File: src/rtl/core/assert_macros.svh
// Assertion helpers; the using module supplies clk and arst_n.
`ifndef ASSERT_MACROS_SVH
`define ASSERT_MACROS_SVH

// Antecedent implies consequent in the same cycle.
`define FBJS_ASSERT_IMP(lbl, ante, cons, msg) \
	lbl: assert property (@(posedge clk) disable iff (!arst_n) (ante) |-> (cons)) else $error(msg);

// Condition must never hold.
`define FBJS_ASSERT_NEVER(lbl, cond, msg) \
	lbl: assert property (@(posedge clk) disable iff (!arst_n) !(cond)) else $error(msg);

`endif

File: src/rtl/core/fbjs_pkg.sv
`default_nettype none
package fbjs_pkg;

	localparam int MAX_JOBS  = 8;
	localparam int JOB_W     = 3;
	localparam int CNT_W     = 4;
	localparam int TIME_BITS = 20;
	localparam int FC_W      = TIME_BITS + 1;
	localparam logic [15:0] PASS_LIMIT = 16'hFFFF;

	typedef enum logic [1:0] {
		FN_TICK  = 2'd0,
		FN_RUN   = 2'd1,
		FN_FRAME = 2'd2,
		FN_SETUP = 2'd3
	} func_t;

	typedef enum logic [1:0] {
		CFG_BUDGET = 2'd0,
		CFG_PERIOD = 2'd1,
		CFG_ACTIVE = 2'd2
	} cfg_idx_t;

	typedef enum logic [3:0] {
		ST_IDLE,
		ST_RPT_WR,
		ST_TK_SCHED,
		ST_TK_SDIV,
		ST_TK_RD,
		ST_TK_MOD,
		ST_TK_JDIV,
		ST_RK_LD,
		ST_RK_CMP,
		ST_PS_RD,
		ST_PS_WR,
		ST_OUT_RD,
		ST_OUT_LD,
		ST_OUT_WAIT
	} state_t;

	typedef struct packed {
		logic [TIME_BITS-1:0] target;
		logic [TIME_BITS-1:0] minimum;
		logic [TIME_BITS-1:0] cost;
		logic [31:0]          elapsed;
		logic [31:0]          run_sum;
		logic [15:0]          tally;
		logic [15:0]          grant;
	} job_rec_t;

	typedef struct packed {
		logic             rd_en;
		logic [JOB_W-1:0] rd_addr;
		logic             wr_en;
		logic [JOB_W-1:0] wr_addr;
		job_rec_t         wr_data;
	} mem_req_t;

	function automatic logic [31:0] sat_add32(input logic [31:0] a, input logic [31:0] b);
		logic [32:0] s;
		s = {1'b0, a} + {1'b0, b};
		return s[32] ? 32'hFFFF_FFFF : s[31:0];
	endfunction

	function automatic logic [15:0] sat_inc16(input logic [15:0] a);
		return (a == 16'hFFFF) ? a : a + 16'd1;
	endfunction

	function automatic logic [TIME_BITS-1:0] sat_cost(input logic [31:0] q);
		return (q > 32'((64'd1 << TIME_BITS) - 64'd1)) ? {TIME_BITS{1'b1}} : q[TIME_BITS-1:0];
	endfunction

endpackage
`default_nettype wire

File: src/rtl/core/frame_budget_job_scheduler.sv
// Frame budget job scheduler.
// Input channel in_valid/in_ready carries one command per transfer: func selects
// tick, job run report, frame report or job setup. in_ready is high only while
// the sequencer is idle. Reports and setups give no result.
// A tick gives one result per active job on out_valid/out_ready, jobs in
// ascending order, last set on the final one; with no active jobs it gives none.
// A tick steps through the jobs, with a serial divide on an averaging tick for
// the scheduler and for each job with a nonzero tally, then ranks the jobs,
// runs the grant passes and gives the results. The job memory has one read
// port and one write port, one access each per cycle.
// A stalled receiver holds the sequencer until the result transfers.
// Configuration writes on cfg_we/cfg_index/cfg_data take effect at once; the
// user must make them only while idle, which the block does not enforce.
// Reset empties the job memory, clears the sums and counts and loads the
// register defaults; the block is ready as soon as reset ends.
`default_nettype none
module frame_budget_job_scheduler (
	input  wire logic        clk,
	input  wire logic        arst_n,
	input  wire logic        in_valid,
	output logic             in_ready,
	input  wire logic [1:0]  func,
	input  wire logic [19:0] delta_us,
	input  wire logic [2:0]  job_index,
	input  wire logic [19:0] measured_us,
	input  wire logic [19:0] target_period_us,
	input  wire logic [19:0] minimum_period_us,
	output logic             out_valid,
	input  wire logic        out_ready,
	output logic [2:0]       out_job,
	output logic [15:0]      run_count,
	output logic             last,
	input  wire logic        cfg_we,
	input  wire logic [1:0]  cfg_index,
	input  wire logic [19:0] cfg_data
);

	`include "assert_macros.svh"

	localparam int TB = fbjs_pkg::TIME_BITS;
	localparam int JW = fbjs_pkg::JOB_W;
	localparam int CW = fbjs_pkg::CNT_W;
	localparam int FW = fbjs_pkg::FC_W;

	fbjs_pkg::state_t state_q, state_d;

	logic [TB-1:0] budget_q, period_q;
	logic [3:0]    active_q;
	logic [TB-1:0] sched_cost_q;
	logic [31:0]   sched_sum_q;
	logic [15:0]   sched_tally_q;
	logic [31:0]   second_q;

	logic [19:0]   delta_q, meas_q;
	logic [JW-1:0] jidx_q;
	logic          reb_q;
	logic [CW-1:0] i_q, j_q, k_q, rank_q;
	logic [15:0]   pass_q;
	logic          work_q;
	logic [FW-1:0] fc_q;
	logic [31:0]   keyi_q;
	logic [31:0]   key_q [fbjs_pkg::MAX_JOBS];
	logic [JW-1:0] order_q [fbjs_pkg::MAX_JOBS];

	logic          out_valid_q, last_q;
	logic [2:0]    out_job_q;
	logic [15:0]   run_count_q;

	fbjs_pkg::mem_req_t mem_req;
	fbjs_pkg::job_rec_t rec;
	logic          div_start, div_done;
	logic [31:0]   div_dividend, div_q;
	logic [15:0]   div_divisor;

	logic [CW-1:0] n_jobs;
	logic          accept;
	logic [31:0]   se_sum;
	logic [31:0]   el_add;
	logic [TB-1:0] thr;
	logic          elig, below, over_thr, grant_now, zero_el;
	logic [FW:0]   fc_sum;
	logic [FW-1:0] fc_new;
	logic [31:0]   new_el;
	logic [JW-1:0] key_addr;
	logic [31:0]   key_rd;
	logic          beats;
	logic [CW-1:0] rank_new;
	logic          i_last, j_last, k_last;

	fbjs_mem u_mem (
		.clk     (clk),
		.arst_n  (arst_n),
		.req     (mem_req),
		.rd_data (rec)
	);

	fbjs_div u_div (
		.clk      (clk),
		.arst_n   (arst_n),
		.start    (div_start),
		.dividend (div_dividend),
		.divisor  (div_divisor),
		.done     (div_done),
		.quotient (div_q)
	);

	assign n_jobs = (active_q > 4'(fbjs_pkg::MAX_JOBS)) ? CW'(fbjs_pkg::MAX_JOBS) : active_q;
	assign accept = in_valid && in_ready;
	assign se_sum = fbjs_pkg::sat_add32(second_q, 32'(delta_us));
	assign el_add = fbjs_pkg::sat_add32(rec.elapsed, 32'(delta_q));
	assign thr    = (sched_cost_q < budget_q) ? sched_cost_q : budget_q;

	assign i_last = (i_q + CW'(1)) == n_jobs;
	assign j_last = (j_q + CW'(1)) == n_jobs;
	assign k_last = (k_q + CW'(1)) == n_jobs;

	// grant evaluation for one job of a pass
	assign elig      = (rec.target != '0) && (rec.elapsed >= 32'(rec.target));
	assign below     = rec.elapsed < 32'(rec.minimum);
	assign over_thr  = (fc_q != '0) && (fc_q > FW'(thr));
	assign grant_now = elig && !(below && over_thr);
	assign fc_sum    = {1'b0, fc_q} + (FW + 1)'(rec.cost);
	assign fc_new    = (fc_sum > (FW + 1)'(1 << TB)) ? FW'(1 << TB) : fc_sum[FW-1:0];
	assign zero_el   = !below && (fc_new > FW'(budget_q));
	assign new_el    = zero_el ? '0 : rec.elapsed - 32'(rec.target);

	assign key_addr = (state_q == fbjs_pkg::ST_RK_LD) ? i_q[JW-1:0] : j_q[JW-1:0];
	assign key_rd   = key_q[key_addr];
	assign beats    = (key_rd > keyi_q) || ((key_rd == keyi_q) && (j_q > i_q));
	assign rank_new = rank_q + CW'(beats);

	always_ff @(posedge clk or negedge arst_n) begin
		if (!arst_n) begin
			state_q <= fbjs_pkg::ST_IDLE;
		end else begin
			state_q <= state_d;
		end
	end

	always_comb begin
		state_d      = state_q;
		in_ready     = 1'b0;
		mem_req      = '0;
		div_start    = 1'b0;
		div_dividend = sched_sum_q;
		div_divisor  = sched_tally_q;
		case (state_q)
			fbjs_pkg::ST_IDLE: begin
				in_ready = 1'b1;
				if (accept) begin
					case (fbjs_pkg::func_t'(func))
						fbjs_pkg::FN_TICK: state_d = fbjs_pkg::ST_TK_SCHED;
						fbjs_pkg::FN_RUN: begin
							mem_req.rd_en   = 1'b1;
							mem_req.rd_addr = job_index;
							state_d         = fbjs_pkg::ST_RPT_WR;
						end
						fbjs_pkg::FN_SETUP: begin
							mem_req.wr_en           = 1'b1;
							mem_req.wr_addr         = job_index;
							mem_req.wr_data.target  = target_period_us;
							mem_req.wr_data.minimum = minimum_period_us;
						end
						default: ;
					endcase
				end
			end
			fbjs_pkg::ST_RPT_WR: begin
				mem_req.wr_en           = 1'b1;
				mem_req.wr_addr         = jidx_q;
				mem_req.wr_data         = rec;
				mem_req.wr_data.run_sum = fbjs_pkg::sat_add32(rec.run_sum, 32'(meas_q));
				mem_req.wr_data.tally   = fbjs_pkg::sat_inc16(rec.tally);
				state_d                 = fbjs_pkg::ST_IDLE;
			end
			fbjs_pkg::ST_TK_SCHED: begin
				if (reb_q && sched_tally_q != '0) begin
					div_start = 1'b1;
					state_d   = fbjs_pkg::ST_TK_SDIV;
				end else begin
					state_d = (n_jobs == '0) ? fbjs_pkg::ST_IDLE : fbjs_pkg::ST_TK_RD;
				end
			end
			fbjs_pkg::ST_TK_SDIV: begin
				if (div_done) begin
					state_d = (n_jobs == '0) ? fbjs_pkg::ST_IDLE : fbjs_pkg::ST_TK_RD;
				end
			end
			fbjs_pkg::ST_TK_RD: begin
				mem_req.rd_en   = 1'b1;
				mem_req.rd_addr = i_q[JW-1:0];
				state_d         = fbjs_pkg::ST_TK_MOD;
			end
			fbjs_pkg::ST_TK_MOD, fbjs_pkg::ST_TK_JDIV: begin
				div_dividend = rec.run_sum;
				div_divisor  = rec.tally;
				if (state_q == fbjs_pkg::ST_TK_MOD && reb_q && rec.tally != '0) begin
					div_start = 1'b1;
					state_d   = fbjs_pkg::ST_TK_JDIV;
				end else if (state_q == fbjs_pkg::ST_TK_MOD || div_done) begin
					mem_req.wr_en           = 1'b1;
					mem_req.wr_addr         = i_q[JW-1:0];
					mem_req.wr_data         = rec;
					mem_req.wr_data.elapsed = el_add;
					mem_req.wr_data.grant   = '0;
					if (state_q == fbjs_pkg::ST_TK_JDIV) begin
						mem_req.wr_data.cost    = fbjs_pkg::sat_cost(div_q);
						mem_req.wr_data.run_sum = '0;
						mem_req.wr_data.tally   = '0;
					end
					state_d = i_last ? fbjs_pkg::ST_RK_LD : fbjs_pkg::ST_TK_RD;
				end
			end
			fbjs_pkg::ST_RK_LD: state_d = fbjs_pkg::ST_RK_CMP;
			fbjs_pkg::ST_RK_CMP: begin
				if (j_last) begin
					state_d = i_last ? fbjs_pkg::ST_PS_RD : fbjs_pkg::ST_RK_LD;
				end
			end
			fbjs_pkg::ST_PS_RD: begin
				mem_req.rd_en   = 1'b1;
				mem_req.rd_addr = order_q[k_q[JW-1:0]];
				state_d         = fbjs_pkg::ST_PS_WR;
			end
			fbjs_pkg::ST_PS_WR: begin
				if (grant_now) begin
					mem_req.wr_en           = 1'b1;
					mem_req.wr_addr         = order_q[k_q[JW-1:0]];
					mem_req.wr_data         = rec;
					mem_req.wr_data.grant   = rec.grant + 16'd1;
					mem_req.wr_data.elapsed = new_el;
				end
				if (k_last && !((work_q || grant_now) && (pass_q + 16'd1) != fbjs_pkg::PASS_LIMIT)) begin
					state_d = fbjs_pkg::ST_OUT_RD;
				end else begin
					state_d = fbjs_pkg::ST_PS_RD;
				end
			end
			fbjs_pkg::ST_OUT_RD: begin
				mem_req.rd_en   = 1'b1;
				mem_req.rd_addr = i_q[JW-1:0];
				state_d         = fbjs_pkg::ST_OUT_LD;
			end
			fbjs_pkg::ST_OUT_LD: state_d = fbjs_pkg::ST_OUT_WAIT;
			fbjs_pkg::ST_OUT_WAIT: begin
				if (out_ready) begin
					state_d = i_last ? fbjs_pkg::ST_IDLE : fbjs_pkg::ST_OUT_RD;
				end
			end
			default: state_d = fbjs_pkg::ST_IDLE;
		endcase
	end

	always_ff @(posedge clk or negedge arst_n) begin
		if (!arst_n) begin
			budget_q      <= TB'(16667);
			period_q      <= TB'(1000000);
			active_q      <= '0;
			sched_cost_q  <= '0;
			sched_sum_q   <= '0;
			sched_tally_q <= '0;
			second_q      <= '0;
			reb_q         <= 1'b0;
			i_q           <= '0;
			j_q           <= '0;
			k_q           <= '0;
			rank_q        <= '0;
			pass_q        <= '0;
			work_q        <= 1'b0;
			fc_q          <= '0;
			out_valid_q   <= 1'b0;
		end else begin
			if (cfg_we) begin
				case (fbjs_pkg::cfg_idx_t'(cfg_index))
					fbjs_pkg::CFG_BUDGET: budget_q <= cfg_data;
					fbjs_pkg::CFG_PERIOD: period_q <= cfg_data;
					fbjs_pkg::CFG_ACTIVE: active_q <= cfg_data[3:0];
					default: ;
				endcase
			end
			case (state_q)
				fbjs_pkg::ST_IDLE: begin
					i_q <= '0;
					if (accept && fbjs_pkg::func_t'(func) == fbjs_pkg::FN_TICK) begin
						reb_q    <= se_sum >= 32'(period_q);
						second_q <= (se_sum >= 32'(period_q)) ? '0 : se_sum;
					end
					if (accept && fbjs_pkg::func_t'(func) == fbjs_pkg::FN_FRAME) begin
						sched_sum_q   <= fbjs_pkg::sat_add32(sched_sum_q, 32'(measured_us));
						sched_tally_q <= fbjs_pkg::sat_inc16(sched_tally_q);
					end
				end
				fbjs_pkg::ST_TK_SDIV: begin
					if (div_done) begin
						sched_cost_q  <= fbjs_pkg::sat_cost(div_q);
						sched_sum_q   <= '0;
						sched_tally_q <= '0;
					end
				end
				fbjs_pkg::ST_TK_MOD, fbjs_pkg::ST_TK_JDIV: begin
					if (state_d != fbjs_pkg::ST_TK_JDIV && state_d != state_q) begin
						i_q <= i_last ? '0 : i_q + CW'(1);
					end
				end
				fbjs_pkg::ST_RK_LD: begin
					j_q    <= '0;
					rank_q <= '0;
				end
				fbjs_pkg::ST_RK_CMP: begin
					j_q    <= j_q + CW'(1);
					rank_q <= rank_new;
					if (j_last) begin
						i_q    <= i_last ? '0 : i_q + CW'(1);
						k_q    <= '0;
						pass_q <= '0;
						work_q <= 1'b0;
						fc_q   <= '0;
					end
				end
				fbjs_pkg::ST_PS_WR: begin
					if (grant_now) begin
						fc_q <= fc_new;
					end
					if (k_last) begin
						k_q    <= '0;
						work_q <= 1'b0;
						pass_q <= pass_q + 16'd1;
					end else begin
						k_q    <= k_q + CW'(1);
						work_q <= work_q || grant_now;
					end
				end
				fbjs_pkg::ST_OUT_LD: out_valid_q <= 1'b1;
				fbjs_pkg::ST_OUT_WAIT: begin
					if (out_ready) begin
						out_valid_q <= 1'b0;
						i_q         <= i_q + CW'(1);
					end
				end
				default: ;
			endcase
		end
	end

	always_ff @(posedge clk) begin
		if (accept) begin
			delta_q <= delta_us;
			meas_q  <= measured_us;
			jidx_q  <= job_index;
		end
		if (mem_req.wr_en && (state_q == fbjs_pkg::ST_TK_MOD || state_q == fbjs_pkg::ST_TK_JDIV)) begin
			key_q[i_q[JW-1:0]] <= el_add;
		end
		if (state_q == fbjs_pkg::ST_RK_LD) begin
			keyi_q <= key_rd;
		end
		if (state_q == fbjs_pkg::ST_RK_CMP && j_last) begin
			order_q[rank_new[JW-1:0]] <= i_q[JW-1:0];
		end
		if (state_q == fbjs_pkg::ST_OUT_LD) begin
			out_job_q   <= 3'(i_q);
			run_count_q <= rec.grant;
			last_q      <= i_last;
		end
	end

	assign out_valid = out_valid_q;
	assign out_job   = out_job_q;
	assign run_count = run_count_q;
	assign last      = last_q;

	`FBJS_ASSERT_NEVER(a_ready_vs_result, in_ready && out_valid, "input ready while a result is pending")
	`FBJS_ASSERT_IMP(a_last_is_final, out_valid && last, (CW'(out_job) + CW'(1)) == n_jobs, "last flag on a result that is not the final job")
	`FBJS_ASSERT_IMP(a_div_owner, div_done, state_q == fbjs_pkg::ST_TK_SDIV || state_q == fbjs_pkg::ST_TK_JDIV, "divider finished outside an averaging step")

endmodule
`default_nettype wire

File: src/rtl/core/fbjs_mem.sv
`default_nettype none
module fbjs_mem (
	input  wire logic              clk,
	input  wire logic              arst_n,
	input  wire fbjs_pkg::mem_req_t req,
	output fbjs_pkg::job_rec_t     rd_data
);

	fbjs_pkg::job_rec_t mem_q [fbjs_pkg::MAX_JOBS];
	logic [fbjs_pkg::MAX_JOBS-1:0] valid_q;
	fbjs_pkg::job_rec_t rd_q;
	logic rd_valid_q;

	always_ff @(posedge clk) begin
		if (req.wr_en) begin
			mem_q[req.wr_addr] <= req.wr_data;
		end
		if (req.rd_en) begin
			rd_q <= mem_q[req.rd_addr];
		end
	end

	always_ff @(posedge clk or negedge arst_n) begin
		if (!arst_n) begin
			valid_q <= '0;
			rd_valid_q <= 1'b0;
		end else begin
			if (req.wr_en) begin
				valid_q[req.wr_addr] <= 1'b1;
			end
			if (req.rd_en) begin
				rd_valid_q <= valid_q[req.rd_addr];
			end
		end
	end

	// unwritten entries read as zero
	assign rd_data = rd_valid_q ? rd_q : '0;

endmodule
`default_nettype wire

File: src/rtl/core/fbjs_div.sv
`default_nettype none
module fbjs_div (
	input  wire logic        clk,
	input  wire logic        arst_n,
	input  wire logic        start,
	input  wire logic [31:0] dividend,
	input  wire logic [15:0] divisor,
	output logic             done,
	output logic [31:0]      quotient
);

	logic        busy_q;
	logic        done_q;
	logic [4:0]  cnt_q;
	logic [15:0] rem_q;
	logic [31:0] quo_q;
	logic [15:0] dvs_q;
	logic [16:0] trial;
	logic        fits;

	assign trial = {rem_q, quo_q[31]};
	assign fits  = trial >= {1'b0, dvs_q};

	always_ff @(posedge clk or negedge arst_n) begin
		if (!arst_n) begin
			busy_q <= 1'b0;
			done_q <= 1'b0;
			cnt_q  <= '0;
		end else begin
			done_q <= 1'b0;
			if (start) begin
				busy_q <= 1'b1;
				cnt_q  <= '0;
			end else if (busy_q) begin
				cnt_q <= cnt_q + 5'd1;
				if (cnt_q == 5'd31) begin
					busy_q <= 1'b0;
					done_q <= 1'b1;
				end
			end
		end
	end

	// restoring division, one quotient bit per cycle
	always_ff @(posedge clk) begin
		if (start) begin
			rem_q <= '0;
			quo_q <= dividend;
			dvs_q <= divisor;
		end else if (busy_q) begin
			rem_q <= fits ? 16'(trial - {1'b0, dvs_q}) : trial[15:0];
			quo_q <= {quo_q[30:0], fits};
		end
	end

	assign done     = done_q;
	assign quotient = quo_q;

endmodule
`default_nettype wire
File: config.mk
export PLATFORM = sky130hd
export DESIGN_NAME = frame_budget_job_scheduler
export DESIGN_NICKNAME = d
export VERILOG_FILES = /design/src/rtl/core/fbjs_pkg.sv /design/src/rtl/core/frame_budget_job_scheduler.sv /design/src/rtl/core/fbjs_mem.sv /design/src/rtl/core/fbjs_div.sv
export VERILOG_INCLUDE_DIRS = /design/src /design/src/rtl/core
export SDC_FILE = /design/constraint.sdc
export NUM_CORES = 2
export LEC_CHECK = 0
export BUFFER_PORTS_ARGS = -buffer_cell sky130_fd_sc_hd__buf_2
export CAP_MARGIN = 15
export CORE_MARGIN = 3
export CORE_UTILIZATION = 50
export CTS_BUF_LIST = sky130_fd_sc_hd__clkbuf_4 sky130_fd_sc_hd__clkbuf_8
export CTS_CLUSTER_SIZE = 10
export DETAILED_ROUTE_END_ITERATION = 8
export PLACE_DENSITY = 0.66
export RECOVER_POWER = 100
export REMOVE_ABC_BUFFERS = 1
export SYNTH_ARGS = -nofsm -noshare
export SYNTH_HDL_FRONTEND = slang
export SYNTH_SLANG_ARGS = --single-unit
File: constraint.sdc
create_clock -name clk -period 15.7 [get_ports clk]
set_input_delay 2.355 -clock clk [delete_from_list [all_inputs] [get_ports clk]]
set_output_delay 2.355 -clock clk [all_outputs]
set_load 0.005 [all_outputs]
Yosys cells after proc, flatten, opt, wreduce, memory -nomap -nowiden
Memories as Yosys holds them, arrays and structs flattened. A register that Yosys moved wholly into a read port is not among the register bits.
Index checks and enable logic that the tools add are counted.
{"block": "classes", "n_addsub": 16, "order_cmp": 15, "eq_ne": 36, "muxes": 93, "bitwise_logic": 1, "reduce_logical": 53}
{"op": "$mux W160", "count": 3}
{"op": "$mux W32", "count": 11}
{"op": "$pmux W116 S3", "count": 1}
{"op": "$pmux W44 S4", "count": 1}
{"op": "$mux W156", "count": 1}
{"op": "$add A32 B20 Y33", "count": 4}
{"op": "$mux W16", "count": 8}
{"op": "$mux W48", "count": 2}
{"op": "$add A16 B1 Y16 const B", "count": 4}
{"op": "$ge A32 B20 Y1", "count": 2}
{"op": "$mux W4", "count": 16}
{"op": "$pmux W16 S2", "count": 2}
{"op": "$pmux W32 S2", "count": 1}
{"op": "$mux W21", "count": 3}
{"op": "$mux W20", "count": 3}
{"op": "$pmux W4 S12", "count": 1}
{"op": "$mux W44", "count": 1}
{"op": "$gt A21 B20 Y1", "count": 2}
{"op": "$pmux W21 S2", "count": 1}
{"op": "$eq A16 B16 Y1 const B", "count": 2}
{"op": "$eq A32 B32 Y1", "count": 1}
{"op": "$gt A32 B20 Y1 const B", "count": 1}
{"op": "$gt A32 B32 Y1", "count": 1}
{"op": "$lt A32 B20 Y1", "count": 1}
{"op": "other kinds (51)", "count": 141}
{"block": "totals", "reg_bits": 379, "ramBits": 1528, "elab_cells": 249, "memories": 3}
{"name": "u_mem.mem_q", "words": 8, "word_bits": 156, "rd": 1, "rd_clocked_by_memory_dff": 1, "wr": 1, "line_no": "fbjs_mem.sv:9", "rtl": "fbjs_pkg::job_rec_t mem_q [fbjs_pkg::MAX_JOBS];"}
{"name": "key_q", "words": 8, "word_bits": 32, "rd": 1, "rd_clocked_by_memory_dff": 0, "wr": 1, "line_no": "frame_budget_job_scheduler.sv:62", "rtl": "logic [31:0] key_q [fbjs_pkg::MAX_JOBS];"}
{"name": "order_q", "words": 8, "word_bits": 3, "rd": 1, "rd_clocked_by_memory_dff": 0, "wr": 1, "line_no": "frame_budget_job_scheduler.sv:63", "rtl": "logic [JW-1:0] order_q [fbjs_pkg::MAX_JOBS];"}

Longest topological paths before layout
{"block": "logic_depth", "ltp_word": 17, "depth_mapped": 30, "mapped_depth_nobuf": 23}

Hierarchy
Synthesis repeated with hierarchy kept, for this count alone.
{"block": "hier_totals", "cells_unflattened": 6102, "area_unflattened_um2": 94036.4}
{"mod": "fbjs_mem", "n_inst": 1, "cells_each": 2169, "area_each_um2": 52948.3, "seq_area_each_um2": 42385.7}
{"mod": "frame_budget_job_scheduler", "n_inst": 1, "cells_each": 3616, "area_each_um2": 37357.1, "seq_area_each_um2": 16356.9}
{"mod": "fbjs_div", "n_inst": 1, "cells_each": 317, "area_each_um2": 3731.1, "seq_area_each_um2": 1936.9}

Worst setup path after synthesis
No wires, ideal clock.
{"block": "synth_timing", "path_kind": "reg-to-reg", "from": "register budget_q[1]", "to": "memory u_mem.mem_q[0][0] in the netlist's numbering (enable)", "setup_ps": 675, "arrival_ps": 11144, "required_time_ps": 15025, "setup_slack_ps": 3881, "path_stages_with_launch": 22, "n_path_buf": 3, "synth_period_minus_slack_ps": 11819, "cell_sequence": "dfstp_2 inv_1 ha_1 a21o_1 a21o_1 a21o_1 a21o_1 a2111oi_0 o21ai_0 o22ai_1 buf_1 mux2i_1 ha_1 nand3_1 or3_1 o211a_1 or4_1 buf_2 and2_4 buf_6 a21o_1 nor2_1"}
{"block": "synth_via", "elab_chain_cells": 11}
{"element": "start, declared", "line_no": "frame_budget_job_scheduler.sv:47", "rtl": "logic [TB-1:0] budget_q, period_q;"}
{"element": "start signal, assigned", "line_no": "frame_budget_job_scheduler.sv:275", "rtl": "fbjs_pkg::CFG_BUDGET: budget_q <= cfg_data;"}
{"element": "$lt A20 B20 Y1", "line_no": "frame_budget_job_scheduler.sv:111", "rtl": "assign thr = (sched_cost_q < budget_q) ? sched_cost_q : budget_q;"}
{"element": "$mux W20 *", "line_no": "frame_budget_job_scheduler.sv:111"}
{"element": "$gt A21 B20 Y1 *", "line_no": "frame_budget_job_scheduler.sv:120", "rtl": "assign over_thr = (fc_q != '0) && (fc_q > FW'(thr));"}
{"element": "$logic_and A1 B1 Y1 *", "line_no": "frame_budget_job_scheduler.sv:120"}
{"element": "$logic_and A1 B1 Y1 *", "line_no": "frame_budget_job_scheduler.sv:121", "rtl": "assign grant_now = elig && !(below && over_thr);"}
{"element": "$logic_not A1 Y1 *", "line_no": "frame_budget_job_scheduler.sv:121"}
{"element": "$logic_and A1 B1 Y1 *", "line_no": "frame_budget_job_scheduler.sv:121"}
{"element": "$mux W160 *", "line_no": "frame_budget_job_scheduler.sv:226", "rtl": "if (grant_now) begin"}
{"element": "$pmux W44 S4 *", "line_no": "frame_budget_job_scheduler.sv:147", "rtl": "case (state_q)"}
{"element": "$mux W1", "line_no": "fbjs_mem.sv:15", "rtl": "if (req.wr_en) begin"}
{"element": "$mux W1 (implied by the code)", "line_no": "fbjs_mem.sv:16", "rtl": "mem_q[req.wr_addr] <= req.wr_data;"}
{"element": "end, declared", "line_no": "fbjs_mem.sv:9"}
Every way passes the cells marked *; elsewhere a longest branch is shown, timed or not.

Worst setup path in the final report
{"block": "layout_timing", "from": "register budget_q[1]", "to": "memory u_mem.mem_q[2][150] in the netlist's numbering (enable)"}
Same word-level chain as after synthesis.

==> metrics <==
outcome finished with violations; failing checks max-capacitance violations, max-slew violations; Core Region roughly 190000 um^2; TritonCTS Buffers 349; RSZ-0062 raised after global routing no; met2 Use GR 0.402; most used cell, CP a21o_1; Bufs and invs on worst path 4; Synth Flop Type edfxtp_1; TNS Setup 0 ps; first-pass GRT wire length 389 mm; DP HPWL about 160 mm; Final Hold Vio Count 0; DRC viols 0; initial antenna violation count 16; die height roughly 440 um; final cycle utilization of the critical path 0.728; nets@finish about 8800; Clock Pin Slew Worst Setup and Hold Paths ~60 ps; M1 GR Usage 0.367; min Tclk post-route approximately 11000 ps; Max clock buf depth 4; WP data arrival approximately 12000 ps; Post-Synthesis Cells a little over 8000; maximum fanout along the worst path 59; Synth Warn # 0; total number of vias 65800; pin count of the biggest net entering global routing 210; P&R area growth vs syn 9.78%; grt peak-use layer met2; post-CTS sizing 0; Post-Syn Area around 95000 um^2; CTS tree done; synth top area cells edfxtp_1, nand2_1, dfrtp_1; critical path's largest stage delay between 2000 and 2500 ps; Pins Over Slew Limit ~2300; nature of the critical path startpoint flip-flop; Req. time, crit path 16300 ps; die width between 400 and 500 um; ratio of cells with drive above 1 in the final layout 0.0965; measured slew at the worst slew-check pin around 4500 ps; Synth async-reset ratio 0.106; min-delay worst type reg2reg; CTS Hold Bufs 0; placer congestion estimate 0.907; Die ar. 195000 um^2; Overall Power around 0.020 W; clk_skew approximately 86 ps; Initial DRT Pass Iterations 7; initial DRC count approximately 6500; CP Capture Type flip-flop; Total Routing Usage GR 0.258; Max Clk Rate between 80 and 90 MHz; Port Buffers about 130; IO Count roughly 130; Clk Latency, worst-skew pair 1060 ps; critical path class reg2reg; cell taking the most area after synthesis edfxtp_1; Seq/Total Area, Yosys 0.639; row count roughly 160; slowest CP cell clkbuf_1; CP Cell Sequence inv_1 -> ha_1 -> a21o_1 -> a21o_1 -> a21o_1 -> a21o_1 -> a2111oi_0 -> o21ai_0 -> o22ai_1 -> clkbuf_1 -> mux2i_1 -> ha_1 -> a21oi_1 -> o21ai_0 -> a221oi_1 -> o211a_1 -> or4_1 -> a21bo_1 -> o211ai_1 -> nor2_1 -> clkbuf_1 -> buf_4; MaxCap Viol Count 53; final setup violating endpoints 0; #FFs+latches synth 2062; Pwr per Cell Area 196 nW/um^2; peak supply drop 0.157 mV; post-synth cell types between 100 and 150; final wirelength about 260 mm; CP delay by family, top buffers and inverters; Synth Area per Inst 11.6 um^2; leakage 39.0 nW; number of synthesized flops with an enable pin 1827; Root Driver clkbuf_8; remaining global-route overflow 0; Starting Density 0.504; postcts setup bufs 0; vias per inst between 5 and 6; Rel. slew slack -1.99; vias in the first global route about 63000; Synth top area share 0.578; drt wl/cell 23.2 um; Final ANT Viol Nets 0; clk sinks about 2100; GR Layer Usage met3 0.0435; H-tree levels 5
-- layout make-up --
cell class / instances / area (um^2)
Multi-Input combinational cell: 5493 / 31700
Inverter: 209 / 785
Timing Repair Buffer: 233 / 1290
Clock buffer: 484 / 5990
Tap cell: 2495 / 3120
Antenna cell: 8 / 20.0
Fill cell: 15800 / 84000
Sequential cell: 2062 / 60700
Clock inverter: 107 / 606
-- logic make-up (layout without fill, tap and decap cells) --
logic type,count (synthesis),count (layout),share of synthesized area
buffers and inverters,653,1033,0.0270
flip-flops,2062,2062,0.639
multiplexers,182,182,0.0293
AO/OA/AOI/OAI,1319,1319,0.0859
XOR/XNOR,149,149,0.0139
other,0,8,0
AND/OR/NAND/NOR,3552,3552,0.166
adder cells (fa/ha/maj),291,291,0.0389
-- Yosys cell counts, types with 30 or more instances --
library cell  number
nand3_1          898
buf_2             42
o21ai_0          512
and2_1            56
o22ai_1           48
a21o_1            67
mux2_2            65
mux4_2            70
xnor2_1           85
and3_1            45
ha_1             284
clkbuf_1         364
edfxtp_1        1827
nand2_1         1893
dfrtp_1          206
o31ai_1           35
a21oi_1          286
xor2_1            63
nand2b_1          46
nor4_1            40
o21a_1            30
nand4_1           51
nor2b_1           44
mux2i_1           47
inv_1            209
nor3_1            71
nor2_1           282
a31oi_1           50
a211oi_1          38
-- layout by cell type (no fill, tap or decap), types with 85 or more instances in the layout --
cell type / count
a21oi_1: 286
clkbuf_1: 112
clkbuf_4: 108
clkbuf_8: 376
dfrtp_1: 206
edfxtp_1: 1827
ha_1: 284
inv_1: 209
nand2_1: 1891
nand3_1: 898
nor2_1: 277
o21ai_0: 515
xnor2_1: 85
-- final timing paths --
check	from	to	slack, ps	cells past startpoint
max	budget_q[1]	u_mem.mem_q[2][150]	4280	22
min	u_mem.valid_q[4]	u_mem.valid_q[4]	460	1
max reg2reg	budget_q[1]	u_mem.mem_q[2][150]	4280	22
min reg2reg	u_mem.valid_q[4]	u_mem.valid_q[4]	460	1
max in group asynchronous	arst_n	sched_sum_q[8]	6270	3
min in group asynchronous	arst_n	second_q[28]	2950	1
-- flip-flops by register name, indices dropped and copies added, names as in the netlist, 21 cells and up --
signal,count
u_mem.mem_q,1248
key_q,256
u_mem.rd_q,156
keyi_q,32
sched_sum_q,32
second_q,32
u_div.quotient,32
order_q,24
fc_q,21
-- where the power goes --
group / internal [W] / switching [W] / leakage [nW]
logic: 0.00241 / 0.00495 / 15.7
clock network: 0.00251 / 0.00211 / 3.49
registers: 0.00792 / 0.000571 / 19.9
-- per-stage QoR --
stage	setup WS [ps]	instance area, um^2	util	cells	hold WS [ps]
after CTS	7250	105000	0.556	11100	466
final	4280	104000	0.554	11100	463
after floorplan	2470	93200	-	7764	427
after global routing	3800	104000	0.554	11100	482
after global placement	7270	98100	0.521	10500	443
after detailed placement	7310	98100	0.521	10500	452
-- layer usage --
| layer | share of wire | routed length (um) |
|---|---|---|
| met1 | 0.43 | 110000 |
| met2 | 0.46 | 118000 |
| met3 | 0.078 | 20000 |
| met4 | 0.033 | 8590 |
| met5 | 0 | 0 |
Power figures use the tool's default switching activity.
